`src/rtl/aort_pkg.sv`:
```
`timescale 1ns / 1ps
// ----------------------------------------------------------------------------
// aort_pkg
// Shared types and constants for the auto-off relay timer.
// ----------------------------------------------------------------------------
package aort_pkg;

  localparam int REG_W          = 27;
  localparam int COUNT_BITS_DEF = 27;
  localparam int CFG_IDX_W      = 3;
  localparam int SECS_W         = 17;

  typedef enum logic [CFG_IDX_W-1:0] {
    REG_STEP      = 3'd0,
    REG_MAX_ON    = 3'd1,
    REG_WARN      = 3'd2,
    REG_OFF_DELAY = 3'd3
  } reg_idx_t;

  localparam logic [REG_W-1:0] STEP_RST      = 27'd1800000;
  localparam logic [REG_W-1:0] MAX_ON_RST    = 27'd18000000;
  localparam logic [REG_W-1:0] WARN_RST      = 27'd120000;
  localparam logic [REG_W-1:0] OFF_DELAY_RST = 27'd6000;

  // warn to off-delayed and off-delayed to off limits, ms
  localparam int WARN_END_MS = 1000;
  localparam int OFF_END_MS  = 100;

  // largest ms value kept for the seconds display (131071 s saturation)
  localparam logic [REG_W-1:0] SEC_CLIP_MS = 27'd131071999;

  // ms / 1000 as (ms >> 3) / 125, reciprocal exact for 24-bit operands
  localparam int               DIV_PRE_SHIFT = 3;
  localparam int               DIV_IN_W      = REG_W - DIV_PRE_SHIFT;
  localparam int               RECIP_W       = 28;
  localparam logic [RECIP_W-1:0] RECIP_125   = 28'd137438954;
  localparam int               RECIP_SHIFT   = 34;

  typedef enum logic [1:0] {
    MODE_OFF    = 2'd0,
    MODE_ON     = 2'd1,
    MODE_WARN   = 2'd2,
    MODE_OFFDLY = 2'd3
  } mode_t;

  typedef struct packed {
    logic green_press;
    logic red_press;
  } in_item_t;

  typedef struct packed {
    logic              relay_on;
    logic [1:0]        mode;
    logic [SECS_W-1:0] seconds_left;
    logic              mode_changed;
  } out_item_t;

  typedef struct packed {
    logic [REG_W-1:0] step_ms;
    logic [REG_W-1:0] on_cap_ms;
    logic [REG_W-1:0] warn_ms;
    logic [REG_W-1:0] grace_ms;
  } cfg_t;

  typedef struct packed {
    mode_t            mode;
    logic             mode_changed;
    logic [REG_W-1:0] ms_clip;
  } s1_t;

endpackage

```
`src/rtl/aort_cfg.sv`:
```
`timescale 1ns / 1ps
// ----------------------------------------------------------------------------
// aort_cfg
// Configuration register file, written through a plain write port.
// ----------------------------------------------------------------------------
module aort_cfg
  import aort_pkg::*;
(
  input  logic                 clk,
  input  logic                 rst_n,
  input  logic                 cfg_wr_en,
  input  logic [CFG_IDX_W-1:0] cfg_index,
  input  logic [REG_W-1:0]     cfg_data,
  output cfg_t                 cfg
);

  cfg_t cfg_r;

  always_ff @(posedge clk) begin
    if (!rst_n) begin
      cfg_r.step_ms   <= STEP_RST;
      cfg_r.on_cap_ms <= MAX_ON_RST;
      cfg_r.warn_ms   <= WARN_RST;
      cfg_r.grace_ms  <= OFF_DELAY_RST;
    end else if (cfg_wr_en) begin
      case (cfg_index)
        REG_STEP:      cfg_r.step_ms   <= cfg_data;
        REG_MAX_ON:    cfg_r.on_cap_ms <= cfg_data;
        REG_WARN:      cfg_r.warn_ms   <= cfg_data;
        REG_OFF_DELAY: cfg_r.grace_ms  <= cfg_data;
        default: ;
      endcase
    end
  end

  assign cfg = cfg_r;

endmodule

```
`config.mk`:
```
export PLATFORM = sky130hd
export DESIGN_NAME = aort_cfg
export DESIGN_NICKNAME = d
export VERILOG_FILES = /design/src/rtl/aort_pkg.sv /design/src/rtl/aort_cfg.sv
export SDC_FILE = /design/constraint.sdc
export NUM_CORES = 1
export LEC_CHECK = 0
export BUFFER_PORTS_ARGS = -buffer_cell sky130_fd_sc_hd__buf_2
export CAP_MARGIN = 20
export CORE_MARGIN = 2
export CORE_UTILIZATION = 36
export DETAILED_ROUTE_END_ITERATION = 7
export PLACE_DENSITY = 0.56
export SLEW_MARGIN = 15
export SYNTH_ARGS = -nofsm -noshare
export SYNTH_HDL_FRONTEND = slang
export SYNTH_SLANG_ARGS = --single-unit
```
`constraint.sdc`:
```
create_clock -name clk -period 1.7 [get_ports clk]
set_input_delay 0.34 -clock clk [delete_from_list [all_inputs] [get_ports clk]]
set_output_delay 0.34 -clock clk [all_outputs]
set_load 0.03 [all_outputs]
```
# Word level (Yosys, flattened, before mapping)
# Cells that the tools add are included.
word_totals:
  latchBits: 0
  out_inout_bits: 108
  wordCells: 12
  reg_bits: 108
  ram_bits: 0
  romBits: 0
  memories: 0
  input_bits: 33
op_classes:
  multipliers: 0
  reduce_logical: 5
  div_mod_pow: 0
  bitwise: 0
  shift: 0
  add_sub_neg: 0
  muxes: 0
  n_eq_ne: 3
  order_cmp: 0
op_table:
  columns: ["operator", "n"]
  rows:
  - ["$reduce_and 2->1", 4]
  - ["$eq 3x2->1 const B", 2]
  - ["$eq 3x1->1 const B", 1]
  - ["$logic_not 3->1", 1]

# Logic depth before layout (Yosys ltp)
depth:
  depth_word: 2
  ltp_mapped: 5
  ltp_nobuf: 2

# Least setup slack after synthesis
# OpenSTA, ideal clock, no wires.
synth_path:
  kind: "in2reg"
  start: "input port cfg_index[0]"
  end: "register cfg_r, in the netlist cfg[101]"
  required_ns: 1.577
  arrival_ns: 1.139
  stages: 3
  setup_time_ns: 0.123
  setup_slack_ns: 0.438
  n_path_buf: 1
  path_cell_list: "or4b_1 > buf_2 > mux2i_1"
synth_between:
  elab_chain_len: 2
synth_lines:
  columns: ["item", "line", "source"]
  rows:
  - ["from (decl)", "aort_cfg.sv:12", "input logic [CFG_IDX_W-1:0] cfg_index,"]
  - ["$logic_not 3->1", "aort_cfg.sv:26", "case (cfg_index)"]
  - ["$reduce_and 2->1 (no line)", null, null]
  - ["to (decl)", "aort_cfg.sv:17", "cfg_t cfg_r;"]
# Every way passes these cells.
# A chain may end at the register's enable or synchronous reset.

# Final worst setup path
layout_path:
  start: "register cfg_r, in the netlist cfg[2]"
  end: "output port cfg[2] in the netlist's numbering"
layout_rtl:
  columns: ["item", "line", "source"]
  rows:
  - ["to (decl)", "aort_cfg.sv:14", "output cfg_t cfg"]
# No word-level cell between the ends.

==> impl_metrics.xml <==
<?xml version="1.0" encoding="UTF-8"?>
<metrics>
  <group name="routing">
    <metric name="drtIter0Drc" unit="">118</metric>
    <metric name="antenna_violating_nets_post_route" unit="">0</metric>
    <metric name="via_per_inst" unit="">4.62</metric>
    <metric name="routed_wl" unit="microns">10100</metric>
    <metric name="detailroute.via_count" unit="">3170</metric>
    <metric name="drc_errors" unit="">0</metric>
    <metric name="detail_route.first_pass.iterations" unit="">4</metric>
    <metric name="avgRoutedWirePerCell" unit="microns">14.7</metric>
  </group>
  <group name="sta">
    <metric name="maxSlewHeadroom" unit="%">67.3</metric>
    <metric name="worst_hold_slack_across_all_endpoints" unit="ns">0.261</metric>
    <metric name="postLayoutSetupSlackWorst" unit="ns">0.453</metric>
    <metric name="worstMarginPinSlew" unit="ns">0.490</metric>
    <metric name="hold_viol" unit="">0</metric>
    <metric name="grt_setup_unrepaired" unit="">no</metric>
    <metric name="finalSetupTns" unit="ns">0</metric>
    <metric name="finalClockSkew" unit="ns">0</metric>
    <metric name="setup_viol" unit="">0</metric>
    <metric name="fin_crit_sh" unit="%">73.3</metric>
    <metric name="fmax" unit="GHz">0.802</metric>
    <metric name="period_minus_slack" unit="ns">1.25</metric>
    <metric name="final-max-slew-violation-count" unit="">0</metric>
  </group>
  <group name="setup_path">
    <metric name="critical_path.slowest_cell" unit="">dfxtp_1</metric>
    <metric name="startpoint_type" unit="">flop</metric>
    <metric name="ff2ff_setup_slack" unit="ns">1.07</metric>
    <metric name="crit_path_cell_trace" unit="">buf_2</metric>
    <metric name="setup.worst_path.end_class" unit="">output port</metric>
    <metric name="cp_data_arrival_time" unit="ns">0.91</metric>
    <metric name="worst_path_dominant_cell_family" unit="">flip-flops</metric>
    <metric name="rr_worst_depth" unit="">2</metric>
    <metric name="worstPathRequired" unit="ns">1.36</metric>
    <metric name="cp_num_cells" unit="">1</metric>
    <metric name="timing.rr.end" unit="">cfg[9]$_SDFFE_PN1P_</metric>
    <metric name="critPathBufInv" unit="">1</metric>
    <metric name="crit_fanout" unit="">2</metric>
    <metric name="cp_slowest_stage_delay" unit="ns">0.36</metric>
    <metric name="crit-reg2reg-launch" unit="">cfg[9]$_SDFFE_PN1P_</metric>
    <metric name="setup.worst_path.class" unit="">flop to output port</metric>
  </group>
  <group name="yosys">
    <metric name="postSynth.topFlopCell" unit="">dfxtp_1</metric>
    <metric name="yosysWarningCount" unit="">0</metric>
    <metric name="yosysUniqueCellTypes" unit="">14</metric>
    <metric name="synthesis.nets" unit="">437</metric>
    <metric name="synthCells" unit="">404</metric>
    <metric name="syn_avg_cell_area" unit="sq um">10.3</metric>
    <metric name="synth.ff_latch_count" unit="">108</metric>
    <metric name="synth-edff-count" unit="">0</metric>
    <metric name="async_flop_share" unit="%">0</metric>
    <metric name="synth.cell_area" unit="sq um">4160</metric>
    <metric name="synth-seq-area-share" unit="%">52.0</metric>
  </group>
  <group name="floorplan">
    <metric name="fp-row-count" unit="">39</metric>
    <metric name="starting_density_of_the_core" unit="%">36.7</metric>
    <metric name="chipWidth" unit="microns">111</metric>
    <metric name="core_area" unit="sq um">11300</metric>
    <metric name="ios" unit="">141</metric>
    <metric name="die_h" unit="microns">111</metric>
    <metric name="die_ar" unit="sq um">12400</metric>
  </group>
  <group name="worst_hold_path">
    <metric name="holdCritPathClass" unit="">input port to flop</metric>
    <metric name="whs_path_depth" unit="">3</metric>
    <metric name="worstHoldStart" unit="">cfg_data[6]</metric>
    <metric name="timing.hold.worst_endpoint" unit="">cfg[60]$_SDFFE_PN0P_</metric>
  </group>
  <group name="cts">
    <metric name="cts.repair.resized" unit="">0</metric>
    <metric name="tritoncts_clock_tree" unit="">yes</metric>
    <metric name="clock_tree.buffer_depth" unit="">2</metric>
    <metric name="worst_skew_pair.late_latency" unit="ns">0.34</metric>
    <metric name="cts_hold_buffers" unit="">0</metric>
    <metric name="cts.clk_slew.worst_paths" unit="ns">0.07</metric>
    <metric name="numCtsBuffers" unit="">9</metric>
    <metric name="cts.sink_count" unit="">108</metric>
    <metric name="htree_num_levels" unit="">3</metric>
    <metric name="clock_tree.root_cell" unit="">clkbuf_16</metric>
    <metric name="cts_setup_buffers" unit="">0</metric>
  </group>
  <group name="layout">
    <metric name="flow.area_growth_from_synthesis" unit="%">30.0</metric>
    <metric name="layout_commonest_cell" unit="">buf_2</metric>
    <metric name="post_layout_nets" unit="">571</metric>
    <metric name="highest_count_cells_in_the_layout_ignoring_fill_and_taps" unit="">buf_2, mux2i_1, dfxtp_1</metric>
    <metric name="drive_gt1_share" unit="%">31.3</metric>
    <metric name="largest_register_ff_count" unit="">108</metric>
    <metric name="area.sequential" unit="sq um">2160</metric>
    <metric name="multi_input_comb_area" unit="sq um">1870</metric>
    <metric name="final.fill_count" unit="">1071</metric>
    <metric name="diodes" unit="">0</metric>
  </group>
  <group name="global_route">
    <metric name="grt_antenna_before_repair" unit="">0</metric>
    <metric name="maximum_number_of_pins_on_one_net_before_global_route_repair" unit="">49</metric>
    <metric name="globalRouteTotalUtil" unit="%">17.0</metric>
    <metric name="via_count_of_the_first_global_routing_pass" unit="">3332</metric>
    <metric name="grt.overflow.total" unit="">0</metric>
    <metric name="grt_first_pass_wirelength" unit="microns">17000</metric>
  </group>
  <group name="pwr">
    <metric name="report.power.total" unit="mW">5.40</metric>
    <metric name="power.ir.vdd_worst" unit="uV">406</metric>
    <metric name="power_leakage" unit="nW">2.68</metric>
    <metric name="clock_power_share" unit="%">42.7</metric>
    <metric name="sequential_share_of_power" unit="%">48.4</metric>
    <metric name="power_switching_share" unit="%">22.7</metric>
    <metric name="power_frac_comb" unit="%">8.9</metric>
    <metric name="power_density_normalized_to_cell_area" unit="nW/um^2">999</metric>
    <metric name="switchingPower" unit="mW">1.23</metric>
    <metric name="intPower" unit="mW">4.17</metric>
  </group>
  <group name="placement">
    <metric name="placement.setup.worst_slack" unit="ns">0.225</metric>
    <metric name="detailed_place_hpwl" unit="microns">7160</metric>
    <metric name="place_congestion" unit="">0.727</metric>
    <metric name="io_port_bufs" unit="">140</metric>
  </group>
  <group name="run_status">
    <metric name="run_status" unit="">complete, no violations</metric>
  </group>
  <group name="flow_run">
    <metric name="maxCapViolations" unit="">0</metric>
  </group>
</metrics>
## layout make-up
class / count / area share [%]
flip-flops and latches: 108 / 40.0
clock buffers: 13 / 5.00
well taps: 143 / 3.31
repair buffers: 152 / 15.8
multi-input cells: 267 / 34.6
clock inverters: 3 / 1.25
## routing by layer
layer / global-route usage [%] / vias to the layer above / wire length [microns]
met5: 0 / - / 0
met4: 7.08 / 0 / 214
met3: 5.01 / 16 / 696
met2: 27.2 / 95 / 4550
met1: 21.6 / 1465 / 4620
li1: - / 1594 / -
## logic make-up (layout without fill, tap and decap cells)
group | Yosys count | after routing | synth area share (%)
mux | 108 | 108 | 26.0
buf+inv | 29 | 168 | 3.61
flops | 108 | 108 | 52.0
simple gates | 159 | 159 | 18.4
## stage by stage
step / utilization, % / cells / area (sq um)
2_1_floorplan: - / 404 / 4160
3_3_place_gp: 44.8 / 670 / 5070
3_5_place_dp: 44.8 / 670 / 5070
4_1_cts: 47.7 / 686 / 5410
5_1_grt: 47.7 / 686 / 5410
6_report: 47.7 / 686 / 5410
## worst reg2reg max path, stage by stage (launching register included)
cell and delay, ns:
dfxtp_1 0.32, nor2b_1 0.11, mux2i_1 0.07
## worst max path at each step
stage                    startpoint               endpoint  slack (ns)
2_1_floorplan          cfg_index[0]  cfg[101]$_SDFFE_PN1P_        0.44
3_3_place_gp           cfg_index[1]  cfg[101]$_SDFFE_PN1P_        0.25
3_5_place_dp           cfg_index[1]  cfg[103]$_SDFFE_PN0P_        0.23
4_1_cts         cfg[9]$_SDFFE_PN1P_                 cfg[9]        0.43
5_1_grt        cfg[96]$_SDFFE_PN0P_                cfg[96]        0.41
6_report        cfg[2]$_SDFFE_PN0P_                 cfg[2]        0.45
## synth_stat cells (2+ instances only)
cell / instances / area (sq um)
mux2i_1: 108 / 1080
nand4bb_1: 2 / 22.5
buf_2: 6 / 30.0
nand2_1: 103 / 387
buf_4: 7 / 52.6
dfxtp_1: 108 / 2160
clkbuf_1: 15 / 56.3
nor2b_1: 49 / 307
## power groups by stage
stage	Clock, mW	Sequential [mW]	Combinational [mW]
5_1_grt	2.48	2.62	0.519
2_1_floorplan	0	2.78	0.198
3_5_place_dp	0	2.67	0.483
3_3_place_gp	0	2.67	0.479
4_1_cts	2.37	2.61	0.485
6_report	2.31	2.61	0.478
No activity file was read; power rests on OpenSTA's default activity.
