## config.mk

```make
export PLATFORM = sky130hd
export DESIGN_NAME = aort_out
export DESIGN_NICKNAME = d
export VERILOG_FILES = /design/src/rtl/aort_pkg.sv /design/src/rtl/aort_out.sv
export SDC_FILE = /design/constraint.sdc
export NUM_CORES = 1
export LEC_CHECK = 0
export BUFFER_PORTS_ARGS = -buffer_cell sky130_fd_sc_hd__buf_2
export CAP_MARGIN = 20
export CORE_MARGIN = 4
export CORE_UTILIZATION = 55
export DETAILED_ROUTE_END_ITERATION = 12
export HOLD_SLACK_MARGIN = 0.08
export MAX_ROUTING_LAYER = met4
export PLACE_DENSITY = 0.74
export SYNTH_ARGS = -nofsm -noshare
export SYNTH_HDL_FRONTEND = slang
export SYNTH_SLANG_ARGS = --single-unit
```

## constraint.sdc

```tcl
create_clock -name clk -period 6.5 [get_ports clk]
set_input_delay 1.3 -clock clk [delete_from_list [all_inputs] [get_ports clk]]
set_output_delay 1.3 -clock clk [all_outputs]
set_load 0.01 [all_outputs]
```

## src/rtl/aort_pkg.sv

```systemverilog
`timescale 1ns / 1ps
// ----------------------------------------------------------------------------
// aort_pkg
// Shared types and constants for the auto-off relay timer.
// ----------------------------------------------------------------------------
package aort_pkg;

  localparam int REG_W          = 27;
  localparam int COUNT_BITS_DEF = 27;
  localparam int CFG_IDX_W      = 3;
  localparam int SECS_W         = 17;

  typedef enum logic [CFG_IDX_W-1:0] {
    REG_STEP      = 3'd0,
    REG_MAX_ON    = 3'd1,
    REG_WARN      = 3'd2,
    REG_OFF_DELAY = 3'd3
  } reg_idx_t;

  localparam logic [REG_W-1:0] STEP_RST      = 27'd1800000;
  localparam logic [REG_W-1:0] MAX_ON_RST    = 27'd18000000;
  localparam logic [REG_W-1:0] WARN_RST      = 27'd120000;
  localparam logic [REG_W-1:0] OFF_DELAY_RST = 27'd6000;

  // warn to off-delayed and off-delayed to off limits, ms
  localparam int WARN_END_MS = 1000;
  localparam int OFF_END_MS  = 100;

  // largest ms value kept for the seconds display (131071 s saturation)
  localparam logic [REG_W-1:0] SEC_CLIP_MS = 27'd131071999;

  // ms / 1000 as (ms >> 3) / 125, reciprocal exact for 24-bit operands
  localparam int               DIV_PRE_SHIFT = 3;
  localparam int               DIV_IN_W      = REG_W - DIV_PRE_SHIFT;
  localparam int               RECIP_W       = 28;
  localparam logic [RECIP_W-1:0] RECIP_125   = 28'd137438954;
  localparam int               RECIP_SHIFT   = 34;

  typedef enum logic [1:0] {
    MODE_OFF    = 2'd0,
    MODE_ON     = 2'd1,
    MODE_WARN   = 2'd2,
    MODE_OFFDLY = 2'd3
  } mode_t;

  typedef struct packed {
    logic green_press;
    logic red_press;
  } in_item_t;

  typedef struct packed {
    logic              relay_on;
    logic [1:0]        mode;
    logic [SECS_W-1:0] seconds_left;
    logic              mode_changed;
  } out_item_t;

  typedef struct packed {
    logic [REG_W-1:0] step_ms;
    logic [REG_W-1:0] on_cap_ms;
    logic [REG_W-1:0] warn_ms;
    logic [REG_W-1:0] grace_ms;
  } cfg_t;

  typedef struct packed {
    mode_t            mode;
    logic             mode_changed;
    logic [REG_W-1:0] ms_clip;
  } s1_t;

endpackage

```

## src/rtl/aort_out.sv

```systemverilog
`timescale 1ns / 1ps
// ----------------------------------------------------------------------------
// aort_out
// Milliseconds to seconds conversion and the result register.
// ----------------------------------------------------------------------------
module aort_out
  import aort_pkg::*;
(
  input  logic      clk,
  input  logic      rst_n,
  input  logic      s1_valid,
  input  s1_t       s1_data,
  output logic      up_ready,
  output logic      out_valid,
  input  logic      out_ready,
  output out_item_t out_data
);

  localparam int PROD_W = DIV_IN_W + RECIP_W;

  logic [DIV_IN_W-1:0] div_in;
  logic [PROD_W-1:0]   prod;
  logic                out_v_r;
  out_item_t           out_r, out_nxt;
  logic                load;

  assign up_ready = !out_v_r || out_ready;
  assign load     = s1_valid && up_ready;

  always_comb begin
    div_in = s1_data.ms_clip[REG_W-1:DIV_PRE_SHIFT];
    prod   = PROD_W'(div_in) * PROD_W'(RECIP_125);
    out_nxt.relay_on     = (s1_data.mode != MODE_OFF);
    out_nxt.mode         = s1_data.mode;
    out_nxt.seconds_left = prod[RECIP_SHIFT+SECS_W-1:RECIP_SHIFT];
    out_nxt.mode_changed = s1_data.mode_changed;
  end

  always_ff @(posedge clk) begin
    if (!rst_n) begin
      out_v_r <= 1'b0;
    end else begin
      out_v_r <= s1_valid || (out_v_r && !out_ready);
    end
  end

  always_ff @(posedge clk) begin
    if (load) begin
      out_r <= out_nxt;
    end
  end

  assign out_valid = out_v_r;
  assign out_data  = out_r;

endmodule

```

# Yosys cells after proc, flatten, opt, wreduce, memory -nomap -nowiden

Cells that the tools add are included.

Flip-flop bits (word level): 22
Bits of input ports: 34
Output and inout bits: 23
Word-level logic and storage cells: 13

Multipliers: 1
Reduce and logical (&&, ||, !) cells: 7

Operators by type and width:

| cell                                                 | number |
|---|---|
| multiplier 24 x 27 -> 50 bit (second input constant) | 1 |
| logical AND 1 bit                                    | 2 |
| logical NOT 1 bit                                    | 2 |
| logical OR 1 bit                                     | 2 |
| nonzero test 2 bit                                   | 1 |

# Depth between registers and ports, before layout

Gate-level depths: netlist of run 1.

Word-level depth: 3
Mapped depth: 23
Mapped depth without buffers: 22

# Least setup slack after synthesis of run 1

OpenSTA, ideal clock, no wires.

Kind: input-to-reg
Start point: in s1_data[12] (netlist name)
End point: reg out_r (netlist bit out_data[17]) (data pin)
Library setup time: 260 ps
Arrival time: 6541 ps
Data required time: 6240 ps
Setup slack: -301 ps
Stages on the path: 22
Buffers on the path: 0
Cell sequence: inv_1 fa_1 fa_1 fa_1 inv_1 fa_1 inv_1 fa_1 inv_1 fa_1 inv_1 fa_1 inv_1 ha_1 a211oi_1 o21ai_0 nor2_1 a31oi_1 o21ai_1 o41ai_4 a221oi_2 xnor2_1

RTL lines:

| what                 | line           | source |
|---|---|---|
| from (decl)          | aort_out.sv:12 | `input s1_t s1_data,` |
| to (signal assigned) | aort_out.sv:49 | `out_r <= out_nxt;` |
| to (decl)            | aort_out.sv:24 | `out_item_t out_r, out_nxt;` |

==> results.md, run 1 <==
- Seq/Total Area, Yosys: 6.24%
- Worst Path Arrival: 6900 ps
- WL/cell: 17.5 um
- Post-synthesis compound-gate area fraction: 7.96%
- Fin. Hold Viols: 0
- Largest net degree at the start of global routing: 22
- Warnings, synthesis: 0
- Max-slew violations: 0
- Commonest non-fill, non-tap cell in the layout: inv_1
- Violated checks: setup timing
- Tcrit/Tclk final: 106%
- DR vias/cell: 5.20
- Final wirelength: 26200 um
- Syn Inst Count: 1048
- First DRT Iteration DRCs: 328
- Root Buffer: clkbuf_16
- Min Tclk post-route: 6910 ps
- Die Ht: 146 um
- Cts bufs inserted: 3
- Final Net Count: 1742
- Peak Freq: 145 MHz
- CTS Hold Bufs: 0
- Core area: 0.0187 mm2
- Slew HR: 41.3%
- Synthesized flop and latch total: 22
- Vias: 7780
- Total die area: 0.0212 mm2
- Dominant cell type by area after synthesis: fa_1
- CP max-delay cell: fa_1
- Detailed Place HPWL: 23700 um
- DRC Markers: 0
- Initial antenna violation count: 2
- Drt pass-1 iters: 5
- Worst Hold Class: flop to flop
- GP Congestion: 1.01
- Worst-case clock buffer depth: 2
- Clk sinks: 22
- Avg Inst Size Synth: 9.96 um2
- IO buf count: 53
- Fraction of layout cells with a size suffix above 1: 24.4%
- CP most frequent cell: fa_1
- Width of the die: 146 um
- Final Skew: 1.82 ps
- Synth Area in Adders: 67.6%
- GR Overflow Total: 0
- Row cnt: 50
- CTS clk-pin slew, worst paths: 50 ps
- First-pass GRT wire length: 43900 um
- Hold_ws: 527 ps
- Endpoint type of the worst setup path: flop
- Unrepaired setup endpoints after global routing: yes
- Post-synth top flop: edfxtp_1
- Unique masters post-synth: 52
- Post-route setup slack: -409 ps
- Number of global-route vias before repair: 8591
- P&R area growth vs syn: 23.3%
- Clk_lat worst skew: 250 ps
- Total track usage: 26.6%
- Starting Density: 55.8%
- Largest family of logic cells by synthesized area: adder cells
- Worst Tran Pin Value: 880 ps
- Leading post-synthesis cells by cell area: fa_1 (37%), ha_1 (30%), inv_1 (12%)
- Startpoint Class: input pin
- Top cell type's share of synthesized area: 37.2%
- Final setup violation count: 15
- Kind of critical path: input pin to flop
- H-tree depth: 1
- CTS tree: done
- Max-cap viol count: 0
- Xor/xnor share of the synthesized area: 1.34%
- Proportion of synthesized area in mux cells: 0%
- Setup TNS: -3550 ps
- Fraction of registers with async set/reset: 0%
- Crit-path max cell delay: 570 ps
- Crit Path Max Fanout: 3
- Top-level I/O count: 57
- EDFF count, synth: 21
- Net count after synthesis: 1529
- Post-synthesis simple-gate area fraction: 4.41%
- Most frequent cells in the layout: inv_1 (329), ha_1 (232), fa_1 (188)
- CP required: 6490 ps
- CP cell instances: buf_6 > fa_1 > inv_1 > fa_1 > fa_1 > inv_1 > fa_1 > fa_1 > inv_1 > fa_1 > fa_1 > inv_2 > ha_4 > nand3_4 > nor4_4 > o2111ai_2 > a31oi_1 > buf_4 > o21ai_4 > o41ai_4 > a221oi_2 > xnor2_1
- Post-Syn Area: 0.0104 mm2
- Outcome: finished, violations left
- Detail Route Antenna Nets: 0
[metrics by stage]
step           util, %  area, um2  instances  setup WS [ps]
3_3_place_gp      65.4      12200       1481           -653
2_1_floorplan        -      10500       1048          -86.9
4_1_cts           68.4      12800       1493           -321
3_5_place_dp      65.4      12200       1481           -709
5_1_grt           68.8      12900       1496           -544
6_report          68.8      12900       1496           -409
[routing by layer]
metal  track usage (%)  vias to the layer above  share of wire, %
li1                  -                     3734                 -
met2              44.3                      202                48
met4              6.13                        0               2.7
met1              35.1                     3796                44
met3              3.36                       48               4.9
met5                 -                        -                 0
[state kept, by name, summed over array words and instances (netlist names)]
| name | flops |
|---|---|
| out_data | 21 |
| out_valid | 1 |
[critical path: cells and delay by family]
kind / cells / cell delay (ps)
xor+xnor: 1 / 160
simple gates: 2 / 410
buf+inv: 6 / 460
compound gates: 5 / 770
fa+ha+maj: 8 / 3800
[cell type report]
type	count	area, um2
Antenna cell	2	5.00
Clock buffer	3	75.1
Tap cell	234	293
Clock inverter	1	3.75
Multi-Input combinational cell	679	8990
Inverter	338	1270
Sequential cell	22	651
Fill cell	1360	5840
Timing Repair Buffer	217	1580
[worst paths after layout]
path,end,slack (ps),startpoint,cells after the start
hold reg to reg,out_valid$_SDFF_PN0_,530,out_valid$_SDFF_PN0_,2
hold / removal,out_valid$_SDFF_PN0_,530,out_valid$_SDFF_PN0_,2
setup reg to reg,out_data[13]$_DFFE_PP_,5010,out_valid$_SDFF_PN0_,2
setup / recovery,out_data[17]$_DFFE_PP_,-410,s1_data[24],22
[what timing repair did]
item | in CTS | in global routing
gates resized for setup | 91 | 14
pin swaps | 36 | 9
cloned | 0 | 0
buffers inserted | 8 | 1
setup endpoints to repair | 16 | 17
[synthesized netlist by cell type (2+ instances only)]
master and instances:
o211ai_1 4, a21oi_1 34, inv_1 338, nor4_1 2, a211oi_1 5, o21bai_1 3
nor2_1 23, a21o_1 16, and2_1 3, nand3_1 13, o21a_1 4, o21ai_0 16
o311ai_1 2, o31ai_1 3, a31oi_1 6, ha_1 253, o2111ai_1 2, and3_1 3
xnor2_1 8, nor3_1 6, nand2_1 26, clkbuf_1 8, o22ai_1 3, or2_2 4
edfxtp_1 21, xor2_1 8, o21ai_1 6, fa_1 194, a221oi_2 2, nand4_1 10
[cell families (layout without fill, tap and decap cells)]
logic type | after synthesis | count (layout)
AND/OR/NAND/NOR | 95 | 95
flip-flops | 22 | 22
AO/OA/AOI/OAI | 121 | 121
other | 0 | 2
buffers and inverters | 347 | 559
XOR/XNOR | 16 | 16
adder cells (fa/ha/maj) | 447 | 447
Power of run 1 is not shown: default switching activity piles up to over one toggle a cycle in this logic, so the estimate is an artifact.
==> run 2, diff against run 1 <==
--- a/config.mk
+++ b/config.mk
@@ -12,7 +12,7 @@
 export DETAILED_ROUTE_END_ITERATION = 12
 export HOLD_SLACK_MARGIN = 0.08
 export MAX_ROUTING_LAYER = met4
-export PLACE_DENSITY = 0.74
+export PLACE_DENSITY = 0.71
 export SYNTH_ARGS = -nofsm -noshare
 export SYNTH_HDL_FRONTEND = slang
 export SYNTH_SLANG_ARGS = --single-unit
==> constraint.sdc (replaced) <==
create_clock -name clk -period 8.7 [get_ports clk]
set_input_delay 1.74 -clock clk [delete_from_list [all_inputs] [get_ports clk]]
set_output_delay 1.74 -clock clk [all_outputs]
set_load 0.01 [all_outputs]
==> results.md, run 2 (synthesized netlist as in run 1, its figures left out) <==
- Final wirelength: 23500 um
- Worst Path Arrival: 7880 ps
- CP max-delay cell: fa_1
- GP Congestion: 0.969
- Outcome: completed
- Hold Path Stages: 2
- Total die area: 0.0212 mm2
- First DRT Iteration DRCs: 337
- Max-slew violations: 0
- Detailed Place HPWL: 21100 um
- Worst Tran Pin Value: 905 ps
- Worst-case clock buffer depth: 2
- Post-route setup slack: 821 ps
- Initial antenna violation count: 0
- Area of the multi-input gates: 0.00848 mm2
- Root Buffer: clkbuf_16
- DRC Markers: 0
- R2r setup slk: 7200 ps
- Fill count: 1591
- Final Skew: 2.36 ps
- Post-CTS Resized: 0
- Crit Path Max Fanout: 6
- CP Buf/Inv Count: 5
- Dpl cell area: 0.0110 mm2
- RR Startpoint: out_valid$_SDFF_PN0_
- WL/cell: 17.6 um
- Commonest non-fill, non-tap cell in the layout: inv_1
- Reg-to-Reg End: out_data[4]$_DFFE_PP_
- Fin. Hold Viols: 0
- Number of global-route vias before repair: 7739
- Most frequent cells in the layout: inv_1 (338), ha_1 (253), fa_1 (194)
- Worst path depth: 21
- Postcts setup bufs: 0
- Row cnt: 50
- CP endpoint: out_data[17]$_DFFE_PP_
- Final Instance Area: 0.0110 mm2
- Drt pass-1 iters: 5
- Worst Setup SP: s1_data[16]
- Core Util, Final: 59.0%
- CP most frequent cell: fa_1
- Max FFs per register: 21
- Slew HR: 39.1%
- Width of the die: 146 um
- GR Overflow Total: 0
- First-pass GRT wire length: 39700 um
- Total track usage: 24.0%
- CP required: 8700 ps
- Tcrit/Tclk final: 90.6%
- Endpoint type of the worst setup path: flop
- Fraction of layout cells with a size suffix above 1: 6.20%
- Diode count: 0
- Setup TNS: 0 ps
- Final Net Count: 1579
- Worst Hold Class: flop to flop
- Peak Freq: 127 MHz
- Max-cap viol count: 0
- Crit-path max cell delay: 600 ps
- CP cell instances: buf_2 > inv_1 > ha_1 > fa_1 > inv_1 > fa_1 > fa_1 > fa_1 > fa_1 > inv_1 > fa_1 > inv_1 > ha_1 > nand3_1 > nor4_1 > o2111ai_1 > a31oi_1 > o21ai_1 > o41ai_4 > a221oi_2 > xnor2_1
- Unrepaired setup endpoints after global routing: no
- Kind of critical path: input pin to flop
- CTS clk-pin slew, worst paths: 60 ps
- Sequential cell area: 651 um2
- FF-to-FF path depth: 2
- Place WS: 595 ps
- Die Ht: 146 um
- CTS Hold Bufs: 0
- Starting Density: 55.8%
- DR vias/cell: 5.35
- Final setup violation count: 0
- Detail Route Antenna Nets: 0
- Cts bufs inserted: 3
- Clk sinks: 22
- Clk_lat worst skew: 250 ps
- Largest net degree at the start of global routing: 22
- Vias: 7127
- H-tree depth: 1
- P&R area growth vs syn: 5.85%
- Core area: 0.0187 mm2
- Min Tclk post-route: 7880 ps
- Startpoint Class: input pin
- Crit path max-delay family: adder cells
- CTS tree: done
- IO buf count: 53
- Top-level I/O count: 57
## run 2: cell count changes in the layout (fill, tap and decap cells not counted), sizes merged
| cell | before | now |
|---|---|---|
| clkbuf | 3 | 4 |
| diode | 2 | 0 |
| buf | 217 | 54 |
| clkinv | 1 | 0 |
## run 2: worst register-to-register path, delay by kind of cell, from the launching register on
family / cells / cell delay [ps]
AND/OR/NAND/NOR: 2 / 810
flip-flops: 1 / 300
## run 2: worst min path at each step
stage,end,slack [ps],from
global route,out_valid$_SDFF_PN0_,570,out_valid$_SDFF_PN0_
detailed placement,out_valid$_SDFF_PN0_,530,out_valid$_SDFF_PN0_
finish,out_valid$_SDFF_PN0_,530,out_valid$_SDFF_PN0_
global placement,out_valid$_SDFF_PN0_,500,out_valid$_SDFF_PN0_
CTS,out_valid$_SDFF_PN0_,530,out_valid$_SDFF_PN0_
floorplan,out_valid$_SDFF_PN0_,610,out_valid$_SDFF_PN0_
## run 2: per-stage QoR
step	hold WS (ps)	cells
2_1_floorplan	610	1048
3_3_place_gp	502	1327
3_5_place_dp	525	1327
4_1_cts	533	1331
5_1_grt	565	1331
6_report	526	1331
## run 2: area by class of cell
cell class	instances	area share, %
tap	234	2.65
inverter	338	11.5
multi-input combinational	679	76.8
clock buffer	4	0.714
sequential	22	5.89
timing repair buffer	54	2.47
## run 2: routing by layer
| layer | track usage [%] | wire, um |
|---|---|---|
| met1 | 33.5 | 10900 |
| met2 | 37.8 | 10800 |
| met3 | 3.96 | 1300 |
| met4 | 4.04 | 405 |
| met5 | - | 0 |
Power of run 2 is left out for the same reason.
