`config.mk`:
```
export PLATFORM = sky130hd
export DESIGN_NAME = aort_step
export DESIGN_NICKNAME = d
export VERILOG_FILES = /design/src/rtl/aort_pkg.sv /design/src/rtl/aort_step.sv
export SDC_FILE = /design/constraint.sdc
export NUM_CORES = 1
export LEC_CHECK = 0
export ABC_AREA = 1
export BUFFER_PORTS_ARGS = -buffer_cell sky130_fd_sc_hd__buf_2
export CAP_MARGIN = 5
export CORE_MARGIN = 10
export CORE_UTILIZATION = 55
export DETAILED_ROUTE_END_ITERATION = 6
export PLACE_DENSITY_LB_ADDON = 0.05
export SLEW_MARGIN = 0
export SYNTH_ARGS = -nofsm -noshare
export SYNTH_HDL_FRONTEND = slang
export SYNTH_SLANG_ARGS = --single-unit
```
`constraint.sdc`:
```
create_clock -name clk -period 10.18 [get_ports clk]
set_clock_uncertainty 0.1 [all_clocks]
set_input_delay 1.527 -clock clk [delete_from_list [all_inputs] [get_ports clk]]
set_output_delay 1.527 -clock clk [all_outputs]
set_load 0.01 [all_outputs]
```
`src/rtl/aort_pkg.sv`:
```
`timescale 1ns / 1ps
// ----------------------------------------------------------------------------
// aort_pkg
// Shared types and constants for the auto-off relay timer.
// ----------------------------------------------------------------------------
package aort_pkg;

  localparam int REG_W          = 27;
  localparam int COUNT_BITS_DEF = 27;
  localparam int CFG_IDX_W      = 3;
  localparam int SECS_W         = 17;

  typedef enum logic [CFG_IDX_W-1:0] {
    REG_STEP      = 3'd0,
    REG_MAX_ON    = 3'd1,
    REG_WARN      = 3'd2,
    REG_OFF_DELAY = 3'd3
  } reg_idx_t;

  localparam logic [REG_W-1:0] STEP_RST      = 27'd1800000;
  localparam logic [REG_W-1:0] MAX_ON_RST    = 27'd18000000;
  localparam logic [REG_W-1:0] WARN_RST      = 27'd120000;
  localparam logic [REG_W-1:0] OFF_DELAY_RST = 27'd6000;

  // warn to off-delayed and off-delayed to off limits, ms
  localparam int WARN_END_MS = 1000;
  localparam int OFF_END_MS  = 100;

  // largest ms value kept for the seconds display (131071 s saturation)
  localparam logic [REG_W-1:0] SEC_CLIP_MS = 27'd131071999;

  // ms / 1000 as (ms >> 3) / 125, reciprocal exact for 24-bit operands
  localparam int               DIV_PRE_SHIFT = 3;
  localparam int               DIV_IN_W      = REG_W - DIV_PRE_SHIFT;
  localparam int               RECIP_W       = 28;
  localparam logic [RECIP_W-1:0] RECIP_125   = 28'd137438954;
  localparam int               RECIP_SHIFT   = 34;

  typedef enum logic [1:0] {
    MODE_OFF    = 2'd0,
    MODE_ON     = 2'd1,
    MODE_WARN   = 2'd2,
    MODE_OFFDLY = 2'd3
  } mode_t;

  typedef struct packed {
    logic green_press;
    logic red_press;
  } in_item_t;

  typedef struct packed {
    logic              relay_on;
    logic [1:0]        mode;
    logic [SECS_W-1:0] seconds_left;
    logic              mode_changed;
  } out_item_t;

  typedef struct packed {
    logic [REG_W-1:0] step_ms;
    logic [REG_W-1:0] on_cap_ms;
    logic [REG_W-1:0] warn_ms;
    logic [REG_W-1:0] grace_ms;
  } cfg_t;

  typedef struct packed {
    mode_t            mode;
    logic             mode_changed;
    logic [REG_W-1:0] ms_clip;
  } s1_t;

endpackage

```
`src/rtl/aort_step.sv`:
```
`timescale 1ns / 1ps
// ----------------------------------------------------------------------------
// aort_step
// Per-tick mode and countdown update, with the first pipeline register.
// ----------------------------------------------------------------------------
module aort_step
  import aort_pkg::*;
#(
  parameter int COUNT_BITS = COUNT_BITS_DEF
) (
  input  logic     clk,
  input  logic     rst_n,
  input  cfg_t     cfg,
  input  logic     in_valid,
  input  in_item_t in_data,
  output logic     in_ready,
  input  logic     dn_ready,
  output logic     s1_valid,
  output s1_t      s1_data
);

  localparam int W = ((COUNT_BITS > REG_W) ? COUNT_BITS : REG_W) + 1;
  localparam logic [COUNT_BITS-1:0] CMAX   = {COUNT_BITS{1'b1}};
  localparam logic [W-1:0]          CMAX_W = W'(CMAX);

  function automatic logic [COUNT_BITS-1:0] sat_cnt(input logic [W-1:0] v);
    return (v > CMAX_W) ? CMAX : v[COUNT_BITS-1:0];
  endfunction

  mode_t                 mode_r, mode_btn, mode_nxt;
  logic [COUNT_BITS-1:0] rem_r, rem_dec, rem_btn, rem_nxt;
  logic [COUNT_BITS-1:0] load_off, load_step;
  logic [W-1:0]          sum, capped;
  logic                  s1_v_r;
  s1_t                   s1_r, s1_nxt;
  logic                  in_fire;

  assign in_ready = !s1_v_r || dn_ready;
  assign in_fire  = in_valid && in_ready;

  always_comb begin
    rem_dec   = (rem_r != '0) ? rem_r - COUNT_BITS'(1) : '0;
    load_off  = sat_cnt(W'(cfg.grace_ms));
    load_step = sat_cnt(W'(cfg.step_ms));
    sum       = W'(rem_dec) + W'(cfg.step_ms);
    capped    = (sum > W'(cfg.on_cap_ms)) ? W'(cfg.on_cap_ms) : sum;

    // buttons, red first
    mode_btn = mode_r;
    rem_btn  = rem_dec;
    if (in_data.red_press && mode_r != MODE_OFF) begin
      mode_btn = MODE_OFFDLY;
      rem_btn  = load_off;
    end else if (in_data.green_press) begin
      mode_btn = MODE_ON;
      if (mode_r == MODE_OFF || mode_r == MODE_OFFDLY) begin
        rem_btn = load_step;
      end else begin
        rem_btn = sat_cnt(capped);
      end
    end

    // time running low
    mode_nxt = mode_btn;
    rem_nxt  = rem_btn;
    case (mode_btn)
      MODE_ON: begin
        if (W'(rem_btn) < W'(cfg.warn_ms)) mode_nxt = MODE_WARN;
      end
      MODE_WARN: begin
        if (rem_btn < COUNT_BITS'(WARN_END_MS)) begin
          mode_nxt = MODE_OFFDLY;
          rem_nxt  = load_off;
        end
      end
      MODE_OFFDLY: begin
        if (rem_btn < COUNT_BITS'(OFF_END_MS)) begin
          mode_nxt = MODE_OFF;
          rem_nxt  = '0;
        end
      end
      default: ;
    endcase

    s1_nxt.mode         = mode_nxt;
    s1_nxt.mode_changed = (mode_nxt != mode_r);
    s1_nxt.ms_clip      = (W'(rem_btn) > W'(SEC_CLIP_MS)) ? SEC_CLIP_MS
                                                          : REG_W'(W'(rem_btn));
  end

  always_ff @(posedge clk) begin
    if (!rst_n) begin
      mode_r <= MODE_OFF;
      rem_r  <= '0;
      s1_v_r <= 1'b0;
    end else begin
      s1_v_r <= in_fire || (s1_v_r && !dn_ready);
      if (in_fire) begin
        mode_r <= mode_nxt;
        rem_r  <= rem_nxt;
      end
    end
  end

  always_ff @(posedge clk) begin
    if (in_fire) begin
      s1_r <= s1_nxt;
    end
  end

  assign s1_valid = s1_v_r;
  assign s1_data  = s1_r;

endmodule

```
=== Yosys cells after proc, flatten, opt, wreduce, memory -nomap -nowiden ===
Index checks and enable logic that the tools add are counted.

* Flip-flop bits (word level): 60
* Input bits: 114
* Output and inout port bits: 32
* Word-level logic and storage cells: 45

* $add $sub $neg: 2
* Order comparisons: 6
* Eq/ne operators: 5
* Multiplexer cells: 15
* Reduce and logical (&&, ||, !) cells: 11

{| class="wikitable"
|+ Operators by type and width
! kind !! number
|-
| $mux 27 || 7
|-
| $pmux 27 s2 || 1
|-
| $add 27x27->28 || 1
|-
| $gt 28x27->1 || 1
|-
| $gt 28x27->1 const B || 1
|-
| $mux 28 || 1
|-
| $gt 27x27->1 const B || 1
|-
| $lt 27x10->1 const B || 1
|-
| $lt 27x27->1 || 1
|-
| $lt 27x7->1 const B || 1
|-
| $reduce_bool 27->1 || 1
|-
| $sub 27x1->27 const B || 1
|-
| $mux 2 || 5
|-
| $eq 2x2->1 const B || 3
|-
| $pmux 2 s3 || 1
|-
| $logic_and 1x1->1 || 3
|-
| $logic_or 1x1->1 || 3
|-
| $eq 2x1->1 const B || 1
|-
| $logic_not 1->1 || 2
|-
| $logic_not 2->1 || 1
|-
| $ne 2x2->1 || 1
|-
| $reduce_bool 2->1 || 1
|}

=== Longest topological paths before layout ===
Gate-level depths: netlist (run 1).

* Word-level depth: 14
* Mapped depth: 54
* Gate-level depth less buffers: 51

=== Least setup slack after synthesis (run 1) ===
Ideal clock, no wire load.

* Path kind: input-to-reg
* From: input cfg[81] in the netlist's numbering
* To: register s1_r (netlist bit s1_data[27]), data pin
* Library setup time: 264 ps
* Arrival: 6185 ps
* Required time: 9816 ps
* Setup slack: 3631 ps
* Cell stages on the path: 38
* Buffers on the path: 1
* Cells stage by stage: ha_1 -> inv_1 -> fa_1 -> inv_1 -> nand3_1 -> nand2_1 -> a21boi_0 -> o21bai_1 -> nand2_1 -> nand2_1 -> nand2_1 -> nand2_1 -> nand2_1 -> nand2_1 -> inv_1 -> ha_1 -> nand4_1 -> nor4_2 -> (+2 left out) -> buf_4 -> nand3_1 -> nand2_1 -> o21ai_0 -> a21oi_1 -> inv_1 -> ha_1 -> a21oi_1 -> nand3b_1 -> a21oi_1 -> a2111oi_0 -> nand2_1 -> nand2_1 -> nand2_1 -> nand3_1 -> nand3_1 -> nand2_1 -> nand4_1

{| class="wikitable"
|+ RTL lines
! what !! RTL line !! text
|-
| from (decl) || aort_step.sv:13 || <nowiki>input cfg_t cfg,</nowiki>
|-
| to (signal assigned) || aort_step.sv:107 || <nowiki>s1_r <= s1_nxt;</nowiki>
|-
| to (decl) || aort_step.sv:35 || <nowiki>s1_t s1_r, s1_nxt;</nowiki>
|}

==> results of run 1 <==
==> placed cells by master, fill, tap and decap left out, drive strengths merged, types with 3 or more instances in the layout <==
master	count
nor3	18
a21oi	114
o21bai	8
clkbuf	12
dfxtp	30
nand4	29
nor4	6
a21o	4
o211ai	6
o21ai	32
xnor2	9
edfxtp	30
o21a	3
or2	4
ha	83
inv	243
nand3	134
nand2	394
a31oi	4
buf	150
nand3b	3
clkinv	6
nor2	157
xor2	22
==> critical path: cells and delay by family, from the launching register on <==
family | cells | cell delay, ns
AND/OR/NAND/NOR | 26 | 5.55
AO/OA/AOI/OAI | 3 | 0.78
flip-flops | 1 | 0.33
adder cells (fa/ha/maj) | 4 | 1.26
buffers and inverters | 5 | 0.51
==> synth_stat cells (4+ instances only) <==
master,instances,share of area
nand2_1,374,0.17
inv_1,236,0.11
nor2_1,148,0.067
nand3_1,129,0.077
a21oi_1,106,0.064
ha_1,83,0.12
dfxtp_1,30,0.072
edfxtp_1,30,0.11
o21ai_0,26,0.016
nand4_1,25,0.019
xor2_1,22,0.023
clkbuf_1,18,0.0081
nand2_2,18,0.013
nor3_1,17,0.010
buf_2,9,0.0054
xnor2_1,9,0.0094
o21bai_1,8,0.0072
a21oi_2,6,0.0063
inv_2,6,0.0027
nand3_2,5,0.0060
nor2_2,5,0.0037
a21o_1,4,0.0036
a31oi_1,4,0.0030
buf_4,4,0.0036
clkinv_1,4,0.0018
nor4_1,4,0.0030
o211ai_2,4,0.0060
or2_2,4,0.0030
==> through the flow <==
stage	instances	setup slack [ns]
after CTS	1703	1.74
after global routing	1703	0.880
after floorplan	1389	3.63
after global placement	1687	1.79
final	1703	1.37
after detailed placement	1687	1.77
==> flip-flops by register name (all words and copies together), names as in the netlist <==
register	flops
mode_r	2
s1_data	30
s1_valid	1
rem_r	27
==> metal layers <==
| layer | track usage | part of all wire | vias to the layer above |
|---|---|---|---|
| li1 | - | - | 4722 |
| met2 | 0.423 | 0.45 | 394 |
| met3 | 0.0544 | 0.081 | 45 |
| met5 | 0 | 0 | - |
| met1 | 0.351 | 0.45 | 4198 |
| met4 | 0.0656 | 0.022 | 0 |
==> worst min-delay path by stage <==
stage	startpoint	endpoint	slack (ns)	cells after the start
detailed placement	rem_r[1]	rem_r[1]	0.39	2
global placement	rem_r[1]	rem_r[1]	0.38	2
finish	rem_r[1]	rem_r[1]	0.39	2
global route	rem_r[1]	rem_r[1]	0.41	2
CTS	rem_r[1]	rem_r[1]	0.39	2
floorplan	rem_r[1]	rem_r[1]	0.36	2
==> cell type report <==
cell class,instances,area [um^2],area share
multi-input combinational,1047,5730,0.606
sequential,60,1500,0.159
inverter,246,923,0.0977
timing repair buffer,150,763,0.0807
clock buffer,12,256,0.0271
tap,184,230,0.0244
clock inverter,4,46.3,0.00490
==> power by group through the flow <==
| stage | logic [uW] | clock network [uW] | registers (uW) |
|---|---|---|---|
| after floorplan | 764 | 0 | 326 |
| after detailed placement | 1030 | 0 | 317 |
| after CTS | 1040 | 310 | 312 |
| after global placement | 1020 | 0 | 316 |
| after global routing | 1180 | 325 | 316 |
| final | 1050 | 310 | 312 |
==> cells by family (layout without fill, tap and decap cells) <==
kind of cell,count (synthesis),after routing,synth area share
AO/OA/AOI/OAI,184,184,0.131
XOR/XNOR,31,31,0.0325
adder cells (fa/ha/maj),84,84,0.127
buffers and inverters,282,412,0.134
flip-flops,60,60,0.180
AND/OR/NAND/NOR,748,748,0.396
==> results.json, run 1 <==
{
  "total_leakage_power_uw": 0.00533,
  "required_ns": 10.15,
  "antenna_left": 0,
  "power.density_nw_per_um2": 177,
  "pin_count": 146,
  "synthCells": 1389,
  "fmax_ghz": 0.113,
  "fill_cells": 1527,
  "clockBufferDepth": 2,
  "cts_resized": 0,
  "ir_worst_vdd_mv": 0.115,
  "viasPerCell": 5.50,
  "num_vias": 9359,
  "worst_pin_slew_ns": 1.06,
  "drive_above_1_share": 0.154,
  "path_common_cell": "nand2_1",
  "p_sw_frac": 0.491,
  "post_drt_wl_per_cell_um": 16.4,
  "hold_slack_ns": 0.392,
  "tritoncts": "built",
  "crit_arrival_ns": 8.79,
  "rsz0062_at_grt": "no",
  "setup_tns_ns": 0,
  "reg2reg_from": "rem_r[0]",
  "power.share.clock": 0.185,
  "ys.flop_type": "edfxtp_1",
  "ys_warn_count": 0,
  "synth_nets": 1587,
  "cts_inserted_buffers": 9,
  "critPathMaxStageDelay_ns": 0.83,
  "r2r_cells": 38,
  "crit_path_start_kind": "flop",
  "fin_area_um2": 9450,
  "cts_sinks": 60,
  "clk_pin_slew_ns": 0.05,
  "hold_class": "flop to flop",
  "p_int_uw": 852,
  "total_power_uw": 1670,
  "cp-startpoint": "rem_r[0]",
  "drc": 0,
  "die_area_um2": 20500,
  "p_switching_uw": 822,
  "synthArstFlopShare": 0,
  "grt_overflow_total": 0,
  "portBuffers": 145,
  "area_growth_pct": 13.2,
  "critPathMaxFanout": 29,
  "slowest_stage": "nor3_1",
  "diodes": 0,
  "fin_crit_sh": 0.866,
  "status": "complete, no violations",
  "grt_max_degree": 43,
  "pwr-share-comb": 0.628,
  "synth-edff-count": 30,
  "r2r-end": "s1_data[27]",
  "clk-insertion-delay-late_ns": 0.33,
  "antenna_found_initial": 0,
  "ys_types": 57,
  "ys_seq_elements": 60,
  "syn_area_um2": 8350,
  "grt_use_total": 0.263,
  "rrSetupSlack_ns": 1.37,
  "cts_hold_buf": 0,
  "place_congestion": 1.01,
  "maxCapViolCount": 0,
  "die_w_um": 143,
  "htree_levels": 3,
  "post_cts_buffers": 0,
  "dpl.hpwl_um": 23000,
  "critPathKind": "flop to flop",
  "row_count": 44,
  "drt_iter0_markers": 785,
  "clockRootBuffer": "clkbuf_16",
  "start_util": 0.568,
  "core_um2": 14700,
  "final_net_count": 1712,
  "die_h_um": 143,
  "slew_viol_final": 0,
  "period_minus_slack_ns": 8.81,
  "pwr-share-seq": 0.187,
  "crit_path_end_kind": "flop",
  "setup.worst_path.end": "s1_data[27]",
  "slew_headroom": 0.288,
  "avgSynthCellArea_um2": 6.01,
  "routed_wl_um": 27900,
  "firstDrtPassIters": 5,
  "grt_pass1_vias": 8764,
  "fin_util": 0.643,
  "finalSetupViolations": 0,
  "final_hold_viol_count": 0,
  "dpl_cell_area_um2": 9150,
  "grt_pass1_wl_um": 43600,
  "ys_seq_area_frac": 0.180
}
Note: power is estimated with default switching activity, not from simulation.
==> run 2, diff against run 1 <==
Settings changed: PLACE_DENSITY set to 0.84, PLACE_DENSITY_LB_ADDON 0.05 to unset.
==> results.json, run 2 (same netlist as run 1, synthesis figures left out) <==
{
  "status": "complete, no violations",
  "crit_path_start_kind": "flop",
  "total_power_uw": 1640,
  "path_common_cell": "nand2_1",
  "final_cell_mix": "nand2_1, inv_1, nor2_1",
  "crit_path_end_kind": "flop",
  "hold_slack_ns": 0.400,
  "pwr-share-comb": 0.640,
  "num_vias": 9427,
  "grt_pass1_vias": 8685,
  "htree_levels": 3,
  "finalSetupViolations": 0,
  "min-delay-start": "rem_r[1]",
  "cts_sinks": 60,
  "drive_above_1_share": 0.153,
  "antenna_left": 0,
  "slew_headroom": 0.337,
  "clk_pin_slew_ns": 0.05,
  "portBuffers": 145,
  "die_h_um": 143,
  "cts_resized": 0,
  "grt_max_degree": 45,
  "critPathMaxFanout": 29,
  "dpl.hpwl_um": 22900,
  "setup_tns_ns": 0,
  "p_switching_uw": 825,
  "cp-startpoint": "rem_r[8]",
  "firstDrtPassIters": 5,
  "critPathMaxStageDelay_ns": 0.57,
  "die_area_um2": 20500,
  "power.density_nw_per_um2": 174,
  "fin_util": 0.641,
  "core_um2": 14700,
  "post_cts_buffers": 0,
  "drc": 0,
  "maxCapViolCount": 0,
  "crit_arrival_ns": 8.55,
  "worst_pin_slew_ns": 0.987,
  "place_congestion": 1.03,
  "area_growth_pct": 12.8,
  "clk-insertion-delay-late_ns": 0.33,
  "row_count": 44,
  "tritoncts": "built",
  "p_int_uw": 819,
  "fill_cells": 1482,
  "cts_inserted_buffers": 9,
  "multiInputGateArea_um2": 5730,
  "grt_pass1_wl_um": 43500,
  "reg2reg_from": "rem_r[8]",
  "clockBufferDepth": 2,
  "critPathKind": "flop to flop",
  "largest_reg_flops": 30,
  "start_util": 0.568,
  "p_sw_frac": 0.502,
  "die_w_um": 143,
  "power.share.clock": 0.170,
  "clockRootBuffer": "clkbuf_16",
  "period_minus_slack_ns": 8.57,
  "viasPerCell": 5.54,
  "slowest_stage": "nor4_2",
  "routed_wl_um": 28000,
  "cts_hold_buf": 0,
  "rsz0062_at_grt": "no",
  "seq_area_um2": 1500,
  "pwr-share-seq": 0.190,
  "total_leakage_power_uw": 0.00531,
  "hold_class": "flop to flop",
  "grt_use_total": 0.261,
  "final_common_cell": "nand2_1",
  "slew_viol_final": 0,
  "pin_count": 146,
  "grt_overflow_total": 0,
  "final_net_count": 1712,
  "diodes": 0,
  "ir_worst_vdd_mv": 0.122,
  "drt_iter0_markers": 960,
  "post_drt_wl_per_cell_um": 16.4,
  "required_ns": 10.16,
  "final_hold_viol_count": 0,
  "fmax_ghz": 0.117,
  "antenna_found_initial": 0,
  "fin_crit_sh": 0.842
}
==> run 2: changes by cell type in the layout (fill, tap and decap cells not counted) <==
cell,change
inv_4,-1
clkinvlp_4,+2
clkinv_1,+2
clkinv_2,-1
bufinv_16,-1
clkbuf_8,-1
==> run 2: stage by stage <==
step / cell area, um^2 / instances / setup slack, ns
2_1_floorplan: 8350 / 1389 / 3.63
3_3_place_gp: 9150 / 1687 / 1.93
3_5_place_dp: 9150 / 1687 / 1.90
4_1_cts: 9420 / 1703 / 1.84
5_1_grt: 9420 / 1703 / 0.977
6_report: 9420 / 1703 / 1.61
==> run 2: final timing paths <==
check                                   end  slack, ns  depth (start not counted)
worst min register to register     rem_r[1]       0.40                          2
worst max register to register  s1_data[27]       1.61                         43
worst min-delay path               rem_r[1]       0.40                          2
worst max-delay path            s1_data[27]       1.61                         43
==> run 2: worst max-delay path: cells and delay by family, from the launching register on <==
kind	cells	cell delay, ns
DFF	1	0.34
AOI/OAI and AO/OA	5	1.49
adders and majority gates	4	1.02
and+or+nand+nor	28	4.39
buffers and inverters	6	0.92
==> run 2: power groups by stage <==
stage,Clock (uW),Sequential [uW],Combinational [uW]
after CTS,279,312,1040
after floorplan,0,326,764
after global placement,0,316,1020
after global routing,288,316,1170
final,279,312,1050
after detailed placement,0,317,1030
==> run 2: area by class of cell <==
type	instances	area share
clock inverter	5	0.00292
inverter	246	0.0980
clock buffer	11	0.0258
tap	184	0.0244
sequential	60	0.159
timing repair buffer	150	0.0810
multi-input combinational	1047	0.608
==> run 2: routing by layer <==
layer	share of wire	vias up	track usage
met5	0	-	0
met4	0.016	0	0.0570
met3	0.088	37	0.0441
met2	0.46	439	0.431
met1	0.43	4222	0.348
li1	-	4729	-
